--- config.mk ---
export PLATFORM = sky130hd
export DESIGN_NAME = utc_timestamp_parser
export DESIGN_NICKNAME = d
export VERILOG_FILES = /design/src/hw/rtl/utp_pkg.sv /design/src/hw/rtl/utp_front.sv /design/src/hw/rtl/utp_queue.sv /design/src/hw/rtl/utp_back.sv /design/src/hw/rtl/utc_timestamp_parser.sv
export SDC_FILE = /design/constraint.sdc
export NUM_CORES = 2
export LEC_CHECK = 0
export ABC_AREA = 1
export BUFFER_PORTS_ARGS = -buffer_cell sky130_fd_sc_hd__buf_2
export CAP_MARGIN = 20
export CORE_ASPECT_RATIO = 1.2
export CORE_UTILIZATION = 61
export DETAILED_ROUTE_END_ITERATION = 10
export PLACE_DENSITY = 0.9
export SYNTH_ARGS = -nofsm -noshare
export SYNTH_HDL_FRONTEND = slang
export SYNTH_SLANG_ARGS = --single-unit
--- constraint.sdc ---
create_clock -name clk -period 11.8 [get_ports clk]
set_input_delay 1.77 -clock clk [delete_from_list [all_inputs] [get_ports clk]]
set_output_delay 1.77 -clock clk [all_outputs]
set_load 0.05 [all_outputs]
--- src/hw/rtl/utp_pkg.sv ---
// shared types, constants and helper functions of the timestamp parser
package utp_pkg;

  // result status codes
  localparam logic [1:0] ST_OK      = 2'd0;
  localparam logic [1:0] ST_INVALID = 2'd1;
  localparam logic [1:0] ST_TZ      = 2'd2;

  // field widths
  localparam int YEAR_W = 14;
  localparam int FIELD_W = 7;
  localparam int FRAC_W = 30;
  localparam int FCNT_W = 4;
  localparam int SECS_W = 39;

  // nanosecond resolution in decimal digits
  localparam int NS_DIGITS = 9;
  localparam int FRAC_DIGITS_DEFAULT = 9;

  // depth of the queue between parser and converter
  localparam int UTP_QUEUE_DEPTH = 2;

  // days from 0000-03-01 (shifted by one 400-year era) to 1970-01-01, plus one for day 1
  localparam logic [23:0] DAYS_BIAS = 24'd865566;

  // one parsed timestamp handed to the converter
  typedef struct packed {
    logic [1:0]         status;
    logic [YEAR_W-1:0]  year;
    logic [FIELD_W-1:0] month;
    logic [FIELD_W-1:0] day;
    logic [FIELD_W-1:0] hour;
    logic [FIELD_W-1:0] minute;
    logic [FIELD_W-1:0] second;
    logic [FRAC_W-1:0]  frac;
    logic [FCNT_W-1:0]  frac_count;
  } utp_job_t;

  // floor(x / 25) for x below 2602, by reciprocal multiply
  function automatic logic [6:0] div25(input logic [11:0] x);
    logic [24:0] prod;
    prod = 25'(x) * 25'd5243;
    return prod[23:17];
  endfunction

  // days from 1 March to the first of month m, year counted from March
  function automatic logic [8:0] month_offset(input logic [3:0] m);
    logic [8:0] r;
    case (m)
      4'd3:    r = 9'd0;
      4'd4:    r = 9'd31;
      4'd5:    r = 9'd61;
      4'd6:    r = 9'd92;
      4'd7:    r = 9'd122;
      4'd8:    r = 9'd153;
      4'd9:    r = 9'd184;
      4'd10:   r = 9'd214;
      4'd11:   r = 9'd245;
      4'd12:   r = 9'd275;
      4'd1:    r = 9'd306;
      4'd2:    r = 9'd337;
      default: r = 9'd0;
    endcase
    return r;
  endfunction

endpackage

--- src/hw/rtl/utp_front.sv ---
// byte-wise parser: checks the template and gathers the date and time fields
module utp_front import utp_pkg::*; #(
  parameter int FRAC_DIGITS = FRAC_DIGITS_DEFAULT
) (
  input  logic     clk,
  input  logic     rst,
  input  logic     accept,
  input  logic [7:0] char_byte,
  input  logic     last_byte,
  output logic     job_valid,
  output utp_job_t job
);

  // fraction digits that still matter at nanosecond resolution
  localparam int KEEP = (FRAC_DIGITS < NS_DIGITS) ? FRAC_DIGITS : NS_DIGITS;

  // parse positions
  localparam logic [4:0] PH_LEAD      = 5'd0;
  localparam logic [4:0] POS_DASH1    = 5'd4;
  localparam logic [4:0] POS_MONTH    = 5'd5;
  localparam logic [4:0] POS_DASH2    = 5'd7;
  localparam logic [4:0] POS_DAY      = 5'd8;
  localparam logic [4:0] POS_T        = 5'd10;
  localparam logic [4:0] POS_HOUR     = 5'd11;
  localparam logic [4:0] POS_COLON1   = 5'd13;
  localparam logic [4:0] POS_MINUTE   = 5'd14;
  localparam logic [4:0] POS_COLON2   = 5'd16;
  localparam logic [4:0] POS_SECOND   = 5'd17;
  localparam logic [4:0] POS_LAST     = 5'd18;
  localparam logic [4:0] PH_AFTER_SEC = 5'd19;
  localparam logic [4:0] PH_FRACTION  = 5'd20;
  localparam logic [4:0] PH_AFTER_Z   = 5'd21;

  // characters
  localparam logic [7:0] CH_SPACE = 8'h20;
  localparam logic [7:0] CH_LF    = 8'h0A;
  localparam logic [7:0] CH_CR    = 8'h0D;
  localparam logic [7:0] CH_TAB   = 8'h09;
  localparam logic [7:0] CH_ZERO  = 8'h30;
  localparam logic [7:0] CH_NINE  = 8'h39;
  localparam logic [7:0] CH_DASH  = 8'h2D;
  localparam logic [7:0] CH_T     = 8'h54;
  localparam logic [7:0] CH_COLON = 8'h3A;
  localparam logic [7:0] CH_DOT   = 8'h2E;
  localparam logic [7:0] CH_Z     = 8'h5A;

  logic [4:0]         phase, phase_next;
  logic [YEAR_W-1:0]  year, year_next;
  logic [FIELD_W-1:0] month, month_next;
  logic [FIELD_W-1:0] day, day_next;
  logic [FIELD_W-1:0] hour, hour_next;
  logic [FIELD_W-1:0] minute, minute_next;
  logic [FIELD_W-1:0] second, second_next;
  logic [FRAC_W-1:0]  frac, frac_next;
  logic [FCNT_W-1:0]  fcount, fcount_next;
  logic [1:0]         err, err_next;
  logic [1:0]         final_status;
  logic               is_ws, is_digit, is_sep;
  logic [7:0]         want;
  logic [3:0]         digit;

  // character classes
  assign is_ws    = (char_byte == CH_SPACE) || (char_byte == CH_LF) ||
                    (char_byte == CH_CR) || (char_byte == CH_TAB);
  assign is_digit = (char_byte >= CH_ZERO) && (char_byte <= CH_NINE);
  assign digit    = char_byte[3:0];

  // separator expected at this template position
  always_comb begin
    is_sep = 1'b1;
    want   = CH_DASH;
    case (phase)
      POS_DASH1, POS_DASH2:   want = CH_DASH;
      POS_T:                  want = CH_T;
      POS_COLON1, POS_COLON2: want = CH_COLON;
      default:                is_sep = 1'b0;
    endcase
  end

  // next parse state for this byte
  always_comb begin
    phase_next  = phase;
    year_next   = year;
    month_next  = month;
    day_next    = day;
    hour_next   = hour;
    minute_next = minute;
    second_next = second;
    frac_next   = frac;
    fcount_next = fcount;
    err_next    = err;
    if (err == ST_OK) begin
      if ((phase == PH_LEAD) && is_ws) begin
        phase_next = phase;
      end else if (phase <= POS_LAST) begin
        if (is_sep) begin
          if (char_byte != want) err_next = ST_INVALID;
          else phase_next = phase + 5'd1;
        end else if (!is_digit) begin
          err_next = ST_INVALID;
        end else begin
          phase_next = phase + 5'd1;
          if (phase < POS_DASH1) year_next = YEAR_W'(year * 14'd10) + YEAR_W'(digit);
          else if (phase < POS_DAY) month_next = FIELD_W'(month * 7'd10) + FIELD_W'(digit);
          else if (phase < POS_HOUR) day_next = FIELD_W'(day * 7'd10) + FIELD_W'(digit);
          else if (phase < POS_MINUTE) hour_next = FIELD_W'(hour * 7'd10) + FIELD_W'(digit);
          else if (phase < POS_SECOND)
            minute_next = FIELD_W'(minute * 7'd10) + FIELD_W'(digit);
          else second_next = FIELD_W'(second * 7'd10) + FIELD_W'(digit);
        end
      end else if (phase == PH_AFTER_SEC) begin
        if (char_byte == CH_DOT) phase_next = PH_FRACTION;
        else if (char_byte == CH_Z) phase_next = PH_AFTER_Z;
        else err_next = ST_TZ;
      end else if (phase == PH_FRACTION) begin
        if (is_digit) begin
          if (fcount < FCNT_W'(KEEP)) begin
            frac_next   = FRAC_W'(frac * 30'd10) + FRAC_W'(digit);
            fcount_next = fcount + 4'd1;
          end
        end else if (char_byte == CH_Z) begin
          phase_next = PH_AFTER_Z;
        end else begin
          err_next = ST_TZ;
        end
      end else begin
        if (!is_ws) err_next = ST_INVALID;
      end
    end
  end

  // status reported when the text ends here
  always_comb begin
    if (err_next != ST_OK) final_status = err_next;
    else if (phase_next == PH_AFTER_Z) final_status = ST_OK;
    else if ((phase_next == PH_AFTER_SEC) || (phase_next == PH_FRACTION)) final_status = ST_TZ;
    else final_status = ST_INVALID;
  end

  // job handed to the queue on the final byte
  assign job_valid       = accept && last_byte;
  assign job.status      = final_status;
  assign job.year        = year_next;
  assign job.month       = month_next;
  assign job.day         = day_next;
  assign job.hour        = hour_next;
  assign job.minute      = minute_next;
  assign job.second      = second_next;
  assign job.frac        = frac_next;
  assign job.frac_count  = fcount_next;

  // parse state registers, cleared after each text
  always_ff @(posedge clk) begin
    if (rst || (accept && last_byte)) begin
      phase  <= PH_LEAD;
      year   <= '0;
      month  <= '0;
      day    <= '0;
      hour   <= '0;
      minute <= '0;
      second <= '0;
      frac   <= '0;
      fcount <= '0;
      err    <= ST_OK;
    end else if (accept) begin
      phase  <= phase_next;
      year   <= year_next;
      month  <= month_next;
      day    <= day_next;
      hour   <= hour_next;
      minute <= minute_next;
      second <= second_next;
      frac   <= frac_next;
      fcount <= fcount_next;
      err    <= err_next;
    end
  end

  // a finished text leaves the parser back at the start
  a_clear_after_last: assert property (@(posedge clk) disable iff (rst)
    (accept && last_byte) |=> (phase == PH_LEAD && err == ST_OK && fcount == '0))
    else $error("parser not cleared after final byte");

endmodule

--- src/hw/rtl/utp_queue.sv ---
// short job queue between the parser and the seconds converter
module utp_queue import utp_pkg::*; (
  input  logic     clk,
  input  logic     rst,
  input  logic     push,
  input  utp_job_t wr_data,
  output logic     full,
  input  logic     pop,
  output utp_job_t rd_data,
  output logic     empty
);

  localparam int DEPTH = UTP_QUEUE_DEPTH;
  localparam int AW = (DEPTH > 1) ? $clog2(DEPTH) : 1;
  localparam int CW = $clog2(DEPTH + 1);

  utp_job_t        mem [DEPTH];
  logic [AW-1:0]   wr_ptr, rd_ptr;
  logic [CW-1:0]   count;
  logic            do_push, do_pop;

  assign full    = (count == CW'(DEPTH));
  assign empty   = (count == '0);
  assign do_push = push && !full;
  assign do_pop  = pop && !empty;
  assign rd_data = mem[rd_ptr];

  // entry storage
  always_ff @(posedge clk) begin
    if (do_push) mem[wr_ptr] <= wr_data;
  end

  // pointers and fill count
  always_ff @(posedge clk) begin
    if (rst) begin
      wr_ptr <= '0;
      rd_ptr <= '0;
      count  <= '0;
    end else begin
      if (do_push) wr_ptr <= (wr_ptr == AW'(DEPTH - 1)) ? '0 : wr_ptr + AW'(1);
      if (do_pop) rd_ptr <= (rd_ptr == AW'(DEPTH - 1)) ? '0 : rd_ptr + AW'(1);
      if (do_push && !do_pop) count <= count + CW'(1);
      else if (do_pop && !do_push) count <= count - CW'(1);
    end
  end

  a_count_bound: assert property (@(posedge clk) disable iff (rst)
    count <= CW'(DEPTH))
    else $error("queue count beyond depth");

endmodule

--- src/hw/rtl/utp_back.sv ---
// seconds converter: month carry, calendar arithmetic and fraction scaling
module utp_back import utp_pkg::*; (
  input  logic               clk,
  input  logic               rst,
  input  logic               job_empty,
  input  utp_job_t           job,
  output logic               job_pop,
  output logic               out_valid,
  output logic [1:0]         out_status,
  output logic signed [SECS_W-1:0] out_secs,
  output logic [FRAC_W-1:0]  out_ns,
  input  logic               out_pop
);

  typedef enum logic [2:0] {
    B_IDLE, B_NORM, B_DAYS, B_SUM_DAYS, B_SECS, B_TOTAL, B_EMIT
  } back_state_t;

  back_state_t        st;
  logic [1:0]         status;
  logic signed [14:0] y;
  logic [FIELD_W-1:0] m;
  logic [FIELD_W-1:0] day, hr, mi, se;
  logic [FRAC_W-1:0]  frac;
  logic [FCNT_W-1:0]  fcnt;
  logic [22:0]        d365;
  logic [11:0]        q4;
  logic [6:0]         c100, c400;
  logic [8:0]         doy;
  logic [18:0]        hs;
  logic [12:0]        ms;
  logic signed [23:0] days;
  logic signed [39:0] ds;
  logic signed [39:0] secs;
  logic signed [14:0] yy_w;
  logic [13:0]        yy;
  logic               month_ok, frac_done;

  assign job_pop   = (st == B_IDLE) && !job_empty;
  assign month_ok  = (m >= 7'd1) && (m <= 7'd12);
  assign frac_done = (fcnt == FCNT_W'(NS_DIGITS));

  // year counted from March, shifted by one era to stay positive
  assign yy_w = y + 15'sd400 - ((m <= 7'd2) ? 15'sd1 : 15'sd0);
  assign yy   = yy_w[13:0];

  // sequencer and output register
  always_ff @(posedge clk) begin
    if (rst) begin
      st        <= B_IDLE;
      out_valid <= 1'b0;
    end else begin
      if (out_valid && out_pop && (st != B_EMIT)) out_valid <= 1'b0;
      unique case (st)
        B_IDLE: begin
          if (!job_empty) begin
            status <= job.status;
            y      <= signed'(15'(job.year));
            m      <= job.month;
            day    <= job.day;
            hr     <= job.hour;
            mi     <= job.minute;
            se     <= job.second;
            if (job.status == ST_OK) begin
              frac <= job.frac;
              fcnt <= job.frac_count;
              st   <= B_NORM;
            end else begin
              frac <= '0;
              fcnt <= FCNT_W'(NS_DIGITS);
              secs <= '0;
              st   <= B_EMIT;
            end
          end
        end
        // carry month into year, scale fraction to nanoseconds
        B_NORM: begin
          if (m == 7'd0) begin
            m <= 7'd12;
            y <= y - 15'sd1;
          end else if (m > 7'd12) begin
            m <= m - 7'd12;
            y <= y + 15'sd1;
          end
          if (!frac_done) begin
            frac <= FRAC_W'(frac * 30'd10);
            fcnt <= fcnt + 4'd1;
          end
          if (month_ok && frac_done) st <= B_DAYS;
        end
        // partial products of the day count and of the hour and minute seconds
        B_DAYS: begin
          d365 <= 23'(yy) * 23'd365;
          q4   <= yy[13:2];
          c100 <= div25(yy[13:2]);
          c400 <= div25({2'b00, yy[13:4]});
          doy  <= month_offset(m[3:0]);
          hs   <= 19'(hr) * 19'd3600;
          ms   <= 13'(mi) * 13'd60;
          st   <= B_SUM_DAYS;
        end
        B_SUM_DAYS: begin
          days <= signed'(24'(d365) + 24'(q4) - 24'(c100) + 24'(c400) + 24'(doy) +
                          24'(day) - DAYS_BIAS);
          st   <= B_SECS;
        end
        B_SECS: begin
          ds <= 40'(days) * 40'sd86400;
          st <= B_TOTAL;
        end
        B_TOTAL: begin
          secs <= signed'(ds + 40'(hs) + 40'(ms) + 40'(se));
          st   <= B_EMIT;
        end
        // a waiting result is either still held or leaves this cycle
        B_EMIT: begin
          if (!out_valid || out_pop) begin
            out_valid  <= 1'b1;
            out_status <= status;
            out_secs   <= secs[SECS_W-1:0];
            out_ns     <= frac;
            st         <= B_IDLE;
          end
        end
        default: st <= B_IDLE;
      endcase
    end
  end

  a_month_norm: assert property (@(posedge clk) disable iff (rst)
    (st == B_DAYS) |-> (m >= 7'd1 && m <= 7'd12 && fcnt == FCNT_W'(NS_DIGITS)))
    else $error("calendar step entered before normalising");

  a_fail_zero: assert property (@(posedge clk) disable iff (rst)
    (out_valid && out_status != ST_OK) |-> (out_secs == '0 && out_ns == '0))
    else $error("failed request carries a non-zero time");

  a_pop_idle: assert property (@(posedge clk) disable iff (rst)
    job_pop |=> (st == B_NORM || st == B_EMIT))
    else $error("job taken without starting conversion");

endmodule

--- src/hw/rtl/utc_timestamp_parser.sv ---
// top level of the UTC timestamp parser: parser, job queue and seconds converter
//
//   channel   direction  handshake            payload
//   text      in         push / full          char_byte, last_byte
//   result    out        pop / empty          status, epoch_seconds, fraction_ns
//
// the parser takes one text byte per cycle while full is low; full rises only
// when both queue entries hold finished texts the converter has not started.
// a failed parse goes from the converter's idle state straight to its result register;
// a good one first runs the month carry and fraction scaling loop, then the calendar steps.
// synchronous reset clears the parser, queue and converter; a waiting result
// holds on its ports until popped, while the parser keeps taking bytes.
module utc_timestamp_parser import utp_pkg::*; #(
  parameter int FRAC_DIGITS = FRAC_DIGITS_DEFAULT
) (
  input  logic                     clk,
  input  logic                     rst,
  input  logic [7:0]               char_byte,
  input  logic                     last_byte,
  input  logic                     push,
  output logic                     full,
  output logic [1:0]               status,
  output logic signed [SECS_W-1:0] epoch_seconds,
  output logic [FRAC_W-1:0]        fraction_ns,
  output logic                     empty,
  input  logic                     pop
);

  utp_job_t front_job, queue_job;
  logic     front_valid, queue_empty, queue_pop, accept, out_valid;

  assign accept = push && !full;
  assign empty  = !out_valid;

  // byte parser
  utp_front #(
    .FRAC_DIGITS(FRAC_DIGITS)
  ) u_front (
    .clk       (clk),
    .rst       (rst),
    .accept    (accept),
    .char_byte (char_byte),
    .last_byte (last_byte),
    .job_valid (front_valid),
    .job       (front_job)
  );

  // decoupling queue
  utp_queue u_queue (
    .clk     (clk),
    .rst     (rst),
    .push    (front_valid),
    .wr_data (front_job),
    .full    (full),
    .pop     (queue_pop),
    .rd_data (queue_job),
    .empty   (queue_empty)
  );

  // seconds converter with result register
  utp_back u_back (
    .clk        (clk),
    .rst        (rst),
    .job_empty  (queue_empty),
    .job        (queue_job),
    .job_pop    (queue_pop),
    .out_valid  (out_valid),
    .out_status (status),
    .out_secs   (epoch_seconds),
    .out_ns     (fraction_ns),
    .out_pop    (pop)
  );

endmodule
# Word-level counts from Yosys, hierarchy flattened
# Memory sizes are Yosys's and may differ from the RTL's. A register that Yosys moved wholly into a read port is not among the register bits.
# Index checks and enable logic that the tools add are counted.
# Widths: inputs -> output; s select.
[totals] mem_bits_rw=170 out_inout_bits=73 input_bits=13 mem_count=2 rom_bits=144 reg_bits=424 elab_cells=300
[classes] bitwise_logic=2 n_mux=128 multipliers=14 order_cmp=13 add_sub_neg=28 n_reduce_logical=45 eq_ne=32
[mem_list] memory="u_queue.mem" words=2 word_bits=85 rd=1 rd_clocked_by_memory_dff=1 wr=1 line_no="utp_queue.sv:17" rtl="utp_job_t mem [DEPTH];"
[mem_list] memory="(name not given)" words=16 word_bits=9 rd=1 rd_clocked_by_memory_dff=1 wr=0 line_no="utp_pkg.sv:49" rtl="case (m)"
[op_table] cell="$mux 7" count=47
[op_table] cell="$mux 30" count=10
[op_table] cell="$mux 14" count=6
[op_table] cell="$mux 39" count=2
[op_table] cell="$pmux 39 s2" count=1
[op_table] cell="$mul 30x3->29 const B" count=2
[op_table] cell="$pmux 30 s2" count=1
[op_table] cell="$mux 5" count=11
[op_table] cell="$mux 15" count=3
[op_table] cell="$mux 4" count=10
[op_table] cell="$add 39x13->39" count=1
[op_table] cell="$add 39x19->39" count=1
[op_table] cell="$add 39x7->39" count=1
[op_table] cell="$add 7x4->7" count=5
[op_table] cell="$mul 7x3->6 const B" count=5
[op_table] cell="$mux 2" count=17
[op_table] cell="$mul 24x11->32 const B" count=1
[op_table] cell="$add 30x4->30" count=1
[op_table] cell="$eq 5x5->1 const B" count=6
[op_table] cell="$pmux 15 s2" count=1
[op_table] cell="$pmux 7 s2" count=2
[op_table] cell="$add 23x12->24" count=1
[op_table] cell="$add 24x6->24" count=1
[op_table] cell="$add 24x7->24" count=1
[op_table] cell="64 further kinds" count=125

# Logic depth before layout (Yosys ltp)
[depth] word_depth=14 mapped_depth=43 depth_no_buf=42

# Modules after synthesis
# From an unflattened synthesis, not the netlist that was laid out.
[unflattened] cells_unflattened=5168 area_unflattened_um2=47256.6
[by_module_without_submodules] mod="utp_back" n_inst=1 cells_per_inst=3215 seq_area_each_um2=10109.7 area_per_inst_um2=30606.9
[by_module_without_submodules] mod="utp_front" n_inst=1 cells_per_inst=1649 seq_area_each_um2=1801.7 area_per_inst_um2=10252.3
[by_module_without_submodules] mod="utp_queue" n_inst=1 cells_per_inst=301 seq_area_each_um2=5205.0 area_per_inst_um2=6383.6
[by_module_without_submodules] mod="utc_timestamp_parser" n_inst=1 cells_per_inst=3 seq_area_each_um2=0.0 area_per_inst_um2=13.8

# Worst setup path before layout
# Ideal clock, no wire load.
[synth_path] path_type="input -> register" from="in rst" to="reg u_back.out_ns[0] (enable)" t_required_ns=11.213 arrival_ns=6.836 setup_time_ns=0.587 path_stages=2 n_path_buf=1 path_slack_ns=4.376 cell_sequence="clkbuf_1 nor3_1"
[synth_via] elab_chain_cells=2
[synth_rtl] item="start: declaration" line_no="utc_timestamp_parser.sv:17" rtl="input logic rst,"
[synth_rtl] item="$not 1->1 (no line)"
[synth_rtl] item="$reduce_and 3->1 (no line)"
[synth_rtl] item="end signal: assignment" line_no="utp_back.sv:121" rtl="out_ns <= frac;"
[synth_rtl] item="end: declaration" line_no="utp_back.sv:11" rtl="output logic [FRAC_W-1:0] out_ns,"
# Every way passes these cells.
# A chain may end at the register's enable or synchronous reset.

# Final worst setup path
[layout_path] from="reg u_back.m[6]" to="reg u_back.c100[6], data pin"
[layout_via] elab_chain_cells=4
[layout_rtl] item="start: declaration" line_no="utp_back.sv:22" rtl="logic [FIELD_W-1:0] m;"
[layout_rtl] item="start signal: assignment" line_no="utp_back.sv:59" rtl="m <= job.month;"
[layout_rtl] item="start signal: assignment" line_no="utp_back.sv:82" rtl="m <= m - 7'd12;"
[layout_rtl] item="$le 7x2->1" line_no="utp_back.sv:44" rtl="assign yy_w = y + 15'sd400 - ((m <= 7'd2) ? 15'sd1 : 15'sd0);"
[layout_rtl] item="$mux 1" line_no="utp_back.sv:44"
[layout_rtl] item="$sub 14x14->14" line_no="utp_back.sv:44"
[layout_rtl] item="named net u_back.yy_w[13]" line_no="utp_back.sv:35" rtl="logic signed [14:0] yy_w;"
[layout_rtl] item="$mul 12x13->24" line_no="utp_pkg.sv:42" rtl="prod = 25'(x) * 25'd5243;"
[layout_rtl] item="end signal: assignment" line_no="utp_back.sv:95" rtl="c100 <= div25(yy[13:2]);"
[layout_rtl] item="end: declaration" line_no="utp_back.sv:28" rtl="logic [6:0] c100, c400;"
# The timed path passes the listed nets, and every way through them passes these cells.

==> results.tsv <==
metric	value	unit
cts_made_buffers	57	
cpMaxStageDelayCell	xnor2_1	
synth-edff-count	504	
nets	5821	
ys_top_cells_by_count	inv_1, nand2_1, ha_1	
wl	111	mm
dp.cells	5861	
rsz0062_at_grt	false	
cpMostUsedCell	inv_1	
worstPathMaxFanout	9	
post-place-ws	3570	ps
cts_tree	done	
syn-num-nets	5728	
h-tree-depth	2	
rrSetupSlack	3530	ps
die_w	251	µm
end_kind	flip-flop	
place_congestion	0.968	
grt_max_degree	114	
rows	109	
cts_hold_buf	0	
hold_path_class	reg2reg	
antenna_found_initial	0	
cts_root_buf	clkbuf_16	
cp-start-kind	flip-flop	
vias_per_cell	5.88	
async_reset_ff_frac	0	
global_route.overflow_total	0	
post_cts_buffers	0	
finalSetupViolCount	0	
whs_path_depth	0	
die_y	301	µm
cts.sinks	603	
synth.yosys.warnings	0	
clk_path_buf_depth	3	
synth-main-ff-cell	edfxtp_1	
synth_seq_cells	603	
seq_area_frac_synth	0.377	
yosys.area.top_type_share	0.333	
drtIter0Drc	2949	
worst_path_largest_cell_delay	710	ps
crit_arrival	8670	ps
syn-cell-area	45400	µm²
fmax	121	MHz
wl_per_cell	18.6	µm
finalMaxSlewViolations	0	
postLayoutCoreUtil	0.666	
first_pass_iters	8	
drive_above_1_share	0.0555	
fin_crit_sh	0.701	
synth_area_per_cell	9.30	µm²
synth.distinct_cells	62	
coreArea	73600	µm²
drc	0	
fin_worst_skew	71.1	ps
worstRegToRegCells	32	
start_util	0.617	
die-area	75600	µm²
synth_area_leaders	edfxtp_1, ha_1, fa_1, inv_1, nand2_1	
vias	35100	
fin_crit	8270	ps
tightest_slew	1090	ps
status	finished clean	
hold_viol_final	0	
cp.required	12200	ps
grt_pass1_vias	35800	
cpLargestDelayFamily	adder cells	
clkTransAtPathRegs	70	ps
synth.most_common_cell	inv_1	
area_delta_synth_final	7.94	%
clock_latency	660	ps
cp.buffers_inverters	7	
hpwl	80.5	mm
grt_usage	0.293	
maxCapViolations	0	
syn_inst	4887	
tns	0	ps
cp.depth	32	
ctsResizeCount	0	
post-route-worst-setup-slack	3530	ps
io_pins	86	
slew_headroom	0.272	
yosys.area.top_type	edfxtp_1	
io_buffers	85	
fin_cells	5972	
grt_pass1_wl	178	mm
diodes	0	
crit_type	reg2reg	
ant_nets	0	
-- cell type report --
type / count / area, µm²
Clock buffer: 66 / 1490
Clock inverter: 42 / 517
Fill cell: 5096 / 24600
Inverter: 920 / 3450
Multi-Input combinational cell: 3290 / 24700
Sequential cell: 603 / 17100
Tap cell: 943 / 1180
Timing Repair Buffer: 108 / 633
-- cell families (layout without fill, tap and decap cells) --
kind of cell | after synthesis | count (layout) | share of synthesized area
simple gates | 1452 | 1452 | 0.135
buf+inv | 994 | 1136 | 0.0824
fa+ha+maj | 828 | 828 | 0.266
compound gates | 765 | 765 | 0.0916
flops | 603 | 603 | 0.377
xor+xnor | 219 | 219 | 0.0427
mux | 26 | 26 | 0.00578
-- per-stage QoR --
| stage | hold WS, ps | area, µm² |
|---|---|---|
| final | 413 | 49100 |
| after global routing | 420 | 49100 |
| after CTS | 415 | 49000 |
| after detailed placement | 405 | 47000 |
| after global placement | 401 | 47000 |
| after floorplan | 400 | 45400 |
-- path summary, 6_finish.rpt --
kind                                       endpoint            start
worst max-delay path                 u_back.c100[6]      u_back.m[6]
worst min-delay path            u_back.out_secs[22]  u_back.secs[22]
worst max register to register       u_back.c100[6]      u_back.m[6]
worst min register to register  u_back.out_secs[22]  u_back.secs[22]
-- cell usage in the layout (no fill, tap or decap), types with 6 or more instances in the layout --
master     instances
clkbuf_16         57
bufinv_16          8
inv_1            910
or2_2             22
xor2_1           144
o21a_1            10
o31ai_1            6
nand3b_1           8
a31oi_1           21
mux2i_1           24
nand4_1           44
nor2_1           273
o211ai_1          13
buf_2             85
clkbuf_1           6
edfxtp_1         504
clkinv_1           9
nor2_4             6
nor2_2            10
o2111ai_1          7
nand2_1          830
o21ai_0          267
xnor2_1           72
fa_1             231
o22ai_1           10
nor4_1             7
nand3_1          179
nor3_1            47
clkinv_4           8
dfxtp_1           98
buf_4             20
a21oi_1          344
clkinv_2           9
a21o_1            20
inv_2              7
o21ai_1           17
ha_1             597
o21bai_1          21
-- per-layer routing --
layer | wire [µm] | global-route usage | share of wire
met4 | 6580 | 0.158 | 0.059
met1 | 40600 | 0.332 | 0.36
met3 | 7660 | 0.0404 | 0.069
met2 | 56500 | 0.534 | 0.51
met5 | 0 | 0 | 0
-- flip-flops by register name (all words and copies together), names as in the netlist, 24 cells and up, named ones only --
name	cells
u_back.days	24
u_back.secs	39
u_back.out_ns	30
u_front.frac	30
u_back.frac	30
u_back.ds	32
u_back.out_secs	39
u_queue.mem	170
Power is not shown: default switching activity piles up to over one toggle a cycle in this logic, so the estimate is an artifact.
